<file path="src/rtl/core/hsl2rgb_pkg.sv">
// ============================================================================
// HSL to RGB converter package
// Shared widths, fixed-point constants, the percent-to-level table and the
// hue segment decoder used by the converter pipeline.
// ============================================================================
package hsl2rgb_pkg;

   // Fraction bits of the unsigned fixed-point working format.
   localparam int FRAC_BITS = 16;
   localparam int FX_W      = FRAC_BITS + 1;   // holds 0 .. 1.0 inclusive

   localparam int HUE_W  = 9;
   localparam int PCT_W  = 7;
   localparam int BYTE_W = 8;
   localparam int DEG_W  = 9;
   localparam int K_W    = 6;                  // ramp position, 0 .. 60 degrees

   localparam int IN_DATA_W  = 24;
   localparam int OUT_DATA_W = 24;

   // Seven register stages from the input transaction to the output register.
   localparam int PIPE_DEPTH = 7;

   localparam logic [HUE_W-1:0] HUE_MAX = 9'd360;
   localparam logic [PCT_W-1:0] PCT_MAX = 7'd100;
   localparam logic [PCT_W-1:0] PCT_HALF = 7'd50;
   localparam int PCT_LEVELS = 101;

   localparam logic [DEG_W-1:0] DEG_60  = 9'd60;
   localparam logic [DEG_W-1:0] DEG_120 = 9'd120;
   localparam logic [DEG_W-1:0] DEG_180 = 9'd180;
   localparam logic [DEG_W-1:0] DEG_240 = 9'd240;

   typedef logic [FX_W-1:0] fx_type;

   localparam fx_type ONE_FX = {1'b1, {FRAC_BITS{1'b0}}};

   // Division of the ramp product by 60 is done as a shift by two followed by
   // a reciprocal multiply by 1/15 with a single correction step.
   localparam int RAMP_DIV     = 15;
   localparam int Y_W          = FRAC_BITS + 4;
   localparam int X_W          = FX_W + K_W;
   localparam int RECIP_SHIFT  = Y_W;
   localparam int T_W          = Y_W + FX_W;
   localparam fx_type RECIP_15 = FX_W'((64'(1) << RECIP_SHIFT) / 64'(RAMP_DIV));

   typedef enum logic [1:0] {
      SEG_RISE,
      SEG_HIGH,
      SEG_FALL,
      SEG_LOW
   } seg_type;

   typedef struct packed {
      seg_type        seg;
      logic [K_W-1:0] k;
   } ramp_ctl_type;

   typedef fx_type level_table_type [0:PCT_LEVELS-1];

   function automatic level_table_type build_level_table();
      level_table_type t;
      for (int i = 0; i < PCT_LEVELS; i++) begin
         t[i] = FX_W'((64'(i) << FRAC_BITS) / 64'(PCT_MAX));
      end
      return t;
   endfunction

   // Percent to fixed-point level, floor(pct * 2^FRAC_BITS / 100).
   localparam level_table_type LEVEL_TABLE = build_level_table();

   // Decodes a hue position in degrees into its ramp segment and the
   // distance into the rising or falling edge.
   function automatic ramp_ctl_type ramp_ctl(input logic [DEG_W-1:0] deg);
      ramp_ctl_type   c;
      logic [DEG_W-1:0] fall;
      fall = DEG_240 - deg;
      if (deg < DEG_60) begin
         c.seg = SEG_RISE;
         c.k   = deg[K_W-1:0];
      end else if (deg < DEG_180) begin
         c.seg = SEG_HIGH;
         c.k   = '0;
      end else if (deg < DEG_240) begin
         c.seg = SEG_FALL;
         c.k   = fall[K_W-1:0];
      end else begin
         c.seg = SEG_LOW;
         c.k   = '0;
      end
      return c;
   endfunction

endpackage

</file>
<file path="src/rtl/core/hsl2rgb_channel.sv">
// ============================================================================
// HSL to RGB colour channel
// Evaluates the hue ramp for one colour channel and scales the level to a
// byte, over four register stages that advance on a shared enable.
// ============================================================================
module hsl2rgb_channel import hsl2rgb_pkg::*; (
   input  logic              clock,
   input  logic              adv,
   input  fx_type            p,
   input  fx_type            q,
   input  fx_type            d,
   input  ramp_ctl_type      ctl,
   output logic [BYTE_W-1:0] chan_byte
);

   // Stage 1: ramp product d * k.
   logic [X_W-1:0] c1_x_ff,  c1_x_in;
   fx_type         c1_p_ff,  c1_q_ff;
   seg_type        c1_seg_ff;

   // Stage 2: reciprocal multiply.
   logic [T_W-1:0] c2_t_ff,  c2_t_in;
   logic [Y_W-1:0] c2_y_ff,  c2_y_in;
   fx_type         c2_p_ff,  c2_q_ff;
   seg_type        c2_seg_ff;

   // Stage 3: corrected quotient and channel level.
   fx_type         c3_v_ff,  c3_v_in;

   // Stage 4: output byte.
   logic [BYTE_W-1:0] c4_byte_ff, c4_byte_in;

   fx_type         qt_est;
   fx_type         quot;
   logic [Y_W:0]   qt15;
   logic [Y_W:0]   rem;
   logic [FX_W+BYTE_W-1:0] v255;
   logic [BYTE_W:0]        scaled;

   always_comb begin
      c1_x_in = X_W'(d) * X_W'(ctl.k);
   end

   always_comb begin
      c2_y_in = c1_x_ff[2 +: Y_W];
      c2_t_in = T_W'(c2_y_in) * T_W'(RECIP_15);
   end

   // The estimate is at most one below the true quotient.
   always_comb begin
      qt_est = c2_t_ff[RECIP_SHIFT +: FX_W];
      qt15   = {qt_est, 4'b0000} - (Y_W+1)'(qt_est);
      rem    = (Y_W+1)'(c2_y_ff) - qt15;
      if (rem >= (Y_W+1)'(RAMP_DIV)) begin
         quot = qt_est + FX_W'(1);
      end else begin
         quot = qt_est;
      end
      case (c2_seg_ff)
         SEG_RISE: c3_v_in = c2_p_ff + quot;
         SEG_FALL: c3_v_in = c2_p_ff + quot;
         SEG_HIGH: c3_v_in = c2_q_ff;
         SEG_LOW:  c3_v_in = c2_p_ff;
         default:  c3_v_in = c2_p_ff;
      endcase
   end

   always_comb begin
      v255   = {c3_v_ff, {BYTE_W{1'b0}}} - (FX_W+BYTE_W)'(c3_v_ff);
      scaled = v255[FRAC_BITS +: BYTE_W+1];
      if (scaled[BYTE_W]) begin
         c4_byte_in = {BYTE_W{1'b1}};
      end else begin
         c4_byte_in = scaled[BYTE_W-1:0];
      end
   end

   always_ff @(posedge clock) begin
      if (adv) begin
         c1_x_ff    <= c1_x_in;
         c1_p_ff    <= p;
         c1_q_ff    <= q;
         c1_seg_ff  <= ctl.seg;
         c2_t_ff    <= c2_t_in;
         c2_y_ff    <= c2_y_in;
         c2_p_ff    <= c1_p_ff;
         c2_q_ff    <= c1_q_ff;
         c2_seg_ff  <= c1_seg_ff;
         c3_v_ff    <= c3_v_in;
         c4_byte_ff <= c4_byte_in;
      end
   end

   assign chan_byte = c4_byte_ff;

endmodule

</file>
<file path="src/rtl/core/hsl_to_rgb_converter.sv">
// ============================================================================
// HSL to RGB converter
// Converts one HSL colour per transaction into an 8-bit-per-channel RGB
// colour in unsigned fixed point.
// ============================================================================
// The converter takes one colour every clock cycle as long as the result side
// keeps up. It has seven register stages around the multipliers: level lookup,
// lightness-saturation product, q/p formation, then per channel the ramp
// product, the reciprocal multiply for the divide by sixty, the quotient
// correction and the byte scaling. When the result side stalls the whole
// pipeline holds and the input side is held off; nothing is dropped.
// Hue above 360 and saturation or lightness above 100 are clamped.
module hsl_to_rgb_converter import hsl2rgb_pkg::*; (
   input  logic                  clock,
   input  logic                  reset,
   input  logic                  req_tvalid,
   output logic                  req_tready,
   // [8:0] hue, [15:9] saturation, [22:16] lightness, [23] zero
   input  logic [IN_DATA_W-1:0]  req_tdata,
   output logic                  rsp_tvalid,
   input  logic                  rsp_tready,
   // [7:0] red, [15:8] green, [23:16] blue
   output logic [OUT_DATA_W-1:0] rsp_tdata
);

   logic adv;
   logic [PIPE_DEPTH-1:0] valid_ff, valid_in;

   logic [HUE_W-1:0] hue_in;
   logic [PCT_W-1:0] sat_in, lig_in;
   logic [HUE_W-1:0] hue_c;
   logic [PCT_W-1:0] sat_c, lig_c;
   logic [DEG_W-1:0] deg_r, deg_b;

   // Stage 1
   fx_type       s1_l_ff, s1_s_ff;
   logic         s1_low_ff;
   ramp_ctl_type s1_ctl_ff [0:2];
   ramp_ctl_type ctl_in    [0:2];

   // Stage 2
   fx_type       s2_l_ff, s2_s_ff, s2_ls_ff, s2_ls_in;
   logic         s2_low_ff;
   ramp_ctl_type s2_ctl_ff [0:2];
   logic [2*FX_W-1:0] ls_prod;

   // Stage 3
   fx_type       s3_p_ff, s3_q_ff, s3_d_ff;
   fx_type       s3_p_in, s3_q_in, s3_d_in;
   ramp_ctl_type s3_ctl_ff [0:2];
   logic [FX_W:0] q_sum, two_l, p_raw;

   logic [BYTE_W-1:0] red, green, blue;

   // The pipeline moves whenever the output register is empty or being taken.
   assign adv        = rsp_tready || !valid_ff[PIPE_DEPTH-1];
   assign req_tready = adv;
   assign valid_in   = {valid_ff[PIPE_DEPTH-2:0], req_tvalid};

   always_ff @(posedge clock) begin
      if (reset) begin
         valid_ff <= '0;
      end else if (adv) begin
         valid_ff <= valid_in;
      end
   end

   always_comb begin
      hue_in = req_tdata[8:0];
      sat_in = req_tdata[15:9];
      lig_in = req_tdata[22:16];
      hue_c  = (hue_in > HUE_MAX) ? HUE_MAX : hue_in;
      sat_c  = (sat_in > PCT_MAX) ? PCT_MAX : sat_in;
      lig_c  = (lig_in > PCT_MAX) ? PCT_MAX : lig_in;
      deg_r  = (hue_c + DEG_120 > HUE_MAX) ? (hue_c - DEG_240) : (hue_c + DEG_120);
      deg_b  = (hue_c >= DEG_120) ? (hue_c - DEG_120) : (hue_c + DEG_240);
      ctl_in[0] = ramp_ctl(deg_r);
      ctl_in[1] = ramp_ctl(hue_c);
      ctl_in[2] = ramp_ctl(deg_b);
   end

   always_comb begin
      ls_prod  = (2*FX_W)'(s1_l_ff) * (2*FX_W)'(s1_s_ff);
      s2_ls_in = ls_prod[FRAC_BITS +: FX_W];
   end

   // Zero saturation needs no special case: q and p both collapse to l.
   always_comb begin
      if (s2_low_ff) begin
         q_sum = (FX_W+1)'(s2_l_ff) + (FX_W+1)'(s2_ls_ff);
      end else begin
         q_sum = (FX_W+1)'(s2_l_ff) + (FX_W+1)'(s2_s_ff) - (FX_W+1)'(s2_ls_ff);
      end
      if (q_sum > (FX_W+1)'(ONE_FX)) begin
         s3_q_in = ONE_FX;
      end else begin
         s3_q_in = q_sum[FX_W-1:0];
      end
      two_l = {s2_l_ff, 1'b0};
      if (two_l >= (FX_W+1)'(s3_q_in)) begin
         p_raw = two_l - (FX_W+1)'(s3_q_in);
      end else begin
         p_raw = '0;
      end
      if (p_raw > (FX_W+1)'(s3_q_in)) begin
         s3_p_in = s3_q_in;
      end else begin
         s3_p_in = p_raw[FX_W-1:0];
      end
      s3_d_in = s3_q_in - s3_p_in;
   end

   always_ff @(posedge clock) begin
      if (adv) begin
         s1_l_ff   <= LEVEL_TABLE[lig_c];
         s1_s_ff   <= LEVEL_TABLE[sat_c];
         s1_low_ff <= (lig_c < PCT_HALF);
         s2_l_ff   <= s1_l_ff;
         s2_s_ff   <= s1_s_ff;
         s2_ls_ff  <= s2_ls_in;
         s2_low_ff <= s1_low_ff;
         s3_p_ff   <= s3_p_in;
         s3_q_ff   <= s3_q_in;
         s3_d_ff   <= s3_d_in;
         for (int i = 0; i < 3; i++) begin
            s1_ctl_ff[i] <= ctl_in[i];
            s2_ctl_ff[i] <= s1_ctl_ff[i];
            s3_ctl_ff[i] <= s2_ctl_ff[i];
         end
      end
   end

   hsl2rgb_channel u_red (
      .clock     (clock),
      .adv       (adv),
      .p         (s3_p_ff),
      .q         (s3_q_ff),
      .d         (s3_d_ff),
      .ctl       (s3_ctl_ff[0]),
      .chan_byte (red)
   );

   hsl2rgb_channel u_green (
      .clock     (clock),
      .adv       (adv),
      .p         (s3_p_ff),
      .q         (s3_q_ff),
      .d         (s3_d_ff),
      .ctl       (s3_ctl_ff[1]),
      .chan_byte (green)
   );

   hsl2rgb_channel u_blue (
      .clock     (clock),
      .adv       (adv),
      .p         (s3_p_ff),
      .q         (s3_q_ff),
      .d         (s3_d_ff),
      .ctl       (s3_ctl_ff[2]),
      .chan_byte (blue)
   );

   assign rsp_tvalid = valid_ff[PIPE_DEPTH-1];
   assign rsp_tdata  = {blue, green, red};

endmodule

</file>
<file path="config.mk">
export PLATFORM = sky130hd
export DESIGN_NAME = hsl_to_rgb_converter
export DESIGN_NICKNAME = d
export VERILOG_FILES = /design/src/rtl/core/hsl2rgb_pkg.sv /design/src/rtl/core/hsl2rgb_channel.sv /design/src/rtl/core/hsl_to_rgb_converter.sv
export SDC_FILE = /design/constraint.sdc
export NUM_CORES = 2
export LEC_CHECK = 0
export ABC_AREA = 1
export BUFFER_PORTS_ARGS = -buffer_cell sky130_fd_sc_hd__buf_2
export CORE_MARGIN = 4
export CORE_UTILIZATION = 45
export DETAILED_ROUTE_END_ITERATION = 8
export SLEW_MARGIN = 40
export SYNTH_ARGS = -nofsm -noshare
export SYNTH_HDL_FRONTEND = slang
export SYNTH_HIERARCHICAL = 1
export SYNTH_SLANG_ARGS = --single-unit
</file>
<file path="constraint.sdc">
create_clock -name clock -period 19.55 [get_ports clock]
set_clock_uncertainty 0.15 [all_clocks]
set_input_delay 0.9775 -clock clock [delete_from_list [all_inputs] [get_ports clock]]
set_output_delay 0.9775 -clock clock [all_outputs]
set_load 0.05 [all_outputs]
</file>
==> run_results.csv <==
group,metric,value,unit
route,detail_route.wl_per_cell,16.83,um
cts,cts_hold_bufs,0,
critical_path,critical-path-max-stage-delay,0.53,ns
cts,worst_skew_pair.late_latency,0.69,ns
critical_path,regToRegEndpoint,"s3_d_ff[16]",
critical_path,worst_path_most_repeated_cell,"nand2_1",
cts,post_cts.resized_instances,0,
global_routing,grt_start_max_net_pins,88,
placed_design,place.detailed.hpwl,139.6,mm
logic_synthesis,synth-async-reset-ratio,0,%
cts,ctsRootBufferMaster,"clkbuf_16",
logic_synthesis,synth_area,0.06891,mm2
cts,cts.clk_slew.worst_paths,0.06,ns
layout,fillCellCount,14750,
critical_path,critical-path-top-delay-family,"simple AND/OR/NAND/NOR gates",
logic_synthesis,ys_seq_elements,679,
layout,final_nets,9634,
timing,max_freq,0.08935,GHz
logic_synthesis,syn_area_per_cell,8.355,um2
critical_path,critPathArrivalTime,11.46,ns
logic_synthesis,net_count_synth,9607,
timing,worst-slew-pin-transition,0.9183,ns
placed_design,place_congestion,0.9245,
timing,timing.final.setup_violations,0,
logic_synthesis,synth_seq_area_share,29.49,%
route,dr_total_vias,53420,
timing,period_minus_slack,11.19,ns
logic_synthesis,ys_dominant_reg_cell,"edfxtp_1",
cts,numClockSinks,679,
route,drc_errors,0,
cts,tritoncts.num_buffers,80,
critical_path,timing.critical_path.fanout_max,29,
route,detail-route-antenna-nets,0,
floorplanning,chipWidth,399.3,um
critical_path,worst-r2r-setup-slack,8.36,ns
flow_run,cap_violations,0,
critical_path,regToRegStartpoint,"s2_ls_ff[0]",
logic_synthesis,yosysTopAreaCell,"edfxtp_1",
floorplanning,io_pins,54,
critical_path,setup.worst_path.start_class,"flip-flop",
timing,totalNegativeSetupSlack,0,ns
cts,clock_tree.buffer_depth,3,
global_routing,grt_pass1_vias,53470,
critical_path,worst_setup_path_endpoint,"s3_d_ff[16]",
floorplanning,fp.dieH,399.3,um
critical_path,worst-r2r-cell-count,57,
logic_synthesis,cells_after_synth,8248,
floorplanning,initial_utilization,45.31,%
critical_path,number_of_cells_on_the_critical_path,57,
critical_path,critical_setup_path_kind,"reg2reg",
timing,rsz0062_at_grt,"false",
layout,layout_commonest_cell,"nand2_1",
layout,final_core_util,48.78,%
layout,drive_above_1_share,4.905,%
logic_synthesis,synth_enable_flop_cells,672,
status,outcome,"completed",
critical_path,critical-path-slowest-cell,"a21oi_1",
timing,final.period_utilization,57.25,%
global_routing,global_routing_usage_on_met1,30.01,%
layout,areaGrowthSynthToFinish,7.646,%
logic_synthesis,yosys_warnings,6,
cts,post-cts-setup-buffers,0,
logic_synthesis,post-synth-top-area-fraction,29.28,%
logic_synthesis,synth_top_cells_by_area,"edfxtp_1, fa_1, ha_1, nand2_1, inv_1",
global_routing,gr-max-usage-layer,"met2",
min_path,min-delay-path-class,"reg2reg",
floorplanning,die_area,0.1595,mm2
floorplanning,coreArea,0.1521,mm2
global_routing,grt_pass1_wl,282.3,mm
logic_synthesis,synth_cell_types,70,
critical_path,setup.worst_path.end_class,"flip-flop",
route,vias_per_cell,5.152,
floorplanning,rows,143,
cts,ctsHtreeMaxLevel,3,
layout,mostFrequentLayoutCells,"nand2_1, inv_1, ha_1, edfxtp_1, fa_1",
global_routing,number_of_antenna_violations_at_the_first_check_in_global_routing,1,
critical_path,startpoint,"s2_ls_ff[0]",
route,drt_first_pass_iters,6,
critical_path,critPathBufInv,10,
global_routing,use_met3,2.446,%
placed_design,port_buffer_cells,52,
timing,max-slew-margin-rel,38.55,%
timing,final_max_slew_viol_count,0,
global_routing,grt_use_total,22.10,%
timing,timing_hold_violations_final,0,
global_routing,grt.overflow.total,0,
route,finalWirelength,174.5,mm
critical_path,cp.required,19.82,ns
route,initialDrtViolationCount,3552,
global_routing,groute.layer.met2.usage,37.48,%
cts,tritoncts_clock_tree,"built",
## area by class of cell
| cell class | instances | area [um2] | share of cell area (%) |
|---|---|---|---|
| clock inverters | 52 | 544.3 | 0.7337 |
| multi-input cells | 5606 | 41150 | 55.47 |
| repair buffers | 108 | 808.3 | 1.090 |
| inverters | 1800 | 6766 | 9.122 |
| flip-flops and latches | 679 | 20320 | 27.39 |
| well taps | 2030 | 2540 | 3.424 |
| clock buffers | 93 | 2051 | 2.765 |
| diodes | 1 | 2.502 | 0.003373 |
## stage by stage
stage	hold slack [ns]	instances	worst slack (ns)	area, um2
after floorplan	0.2503	8248	3.993	68910
after global placement	0.2516	10200	8.703	71260
after detailed placement	0.2545	10210	8.460	71370
after CTS	0.2590	10350	8.444	73970
after global routing	0.2675	10370	7.151	74180
final	0.2583	10370	8.358	74180
## sequential cells by signal, indices dropped and copies added, names as in the netlist, 20 cells and up
name / flops
s2_ctl_ff: 24
u_green/c1_x_ff: 20
s3_ctl_ff: 24
u_blue/c2_t_ff: 21
u_green/c2_t_ff: 21
u_red/c2_t_ff: 21
u_red/c1_x_ff: 20
s1_ctl_ff: 24
u_blue/c1_x_ff: 20
## cells in the mapped netlist (all sizes together), types with 18 or more instances
| cell | count |
|---|---|
| or2 | 23 |
| nand3 | 329 |
| nor4 | 27 |
| edfxtp | 672 |
| clkbuf | 143 |
| inv | 1789 |
| ha | 799 |
| a21o | 24 |
| o21ai | 331 |
| xnor2 | 43 |
| nand4 | 92 |
| nor2 | 476 |
| fa | 532 |
| buf | 20 |
| a221oi | 18 |
| o211ai | 37 |
| nor3 | 56 |
| xor2 | 180 |
| a31oi | 42 |
| nand2 | 1998 |
| a21oi | 421 |
| nand3b | 24 |
## routing by layer
layer	part of all wire, %	wire [um]
met2	47	82680
met4	2.8	4864
met5	0	0
met1	46	79570
met3	4.2	7391
## cells by family (layout without fill, tap and decap cells)
kind of cell	Yosys count	in the layout	synth area share, %
AO/OA/AOI/OAI	1007	1007	8.439
AND/OR/NAND/NOR	3045	3045	18.46
adder cells (fa/ha/maj)	1331	1331	29.96
flip-flops	679	679	29.49
other	0	1	0
XOR/XNOR	223	223	2.834
buffers and inverters	1963	2053	10.82
## worst min path at each step
stage,to,depth (start not counted),from
after floorplan,s2_ctl_ff[0][0],0,s1_ctl_ff[0][0]
after global placement,s3_ctl_ff[0][0],0,s2_ctl_ff[0][0]
after detailed placement,s3_ctl_ff[0][0],0,s2_ctl_ff[0][0]
after CTS,u_red/c2_p_ff[14],0,u_red/c1_p_ff[14]
after global routing,u_red/c2_p_ff[14],0,u_red/c1_p_ff[14]
final,u_green/c2_p_ff[7],0,u_green/c1_p_ff[7]
Power is left out: the tool's default activity adds up to more than one toggle a clock period on the data nets, which glitch-free logic cannot reach.
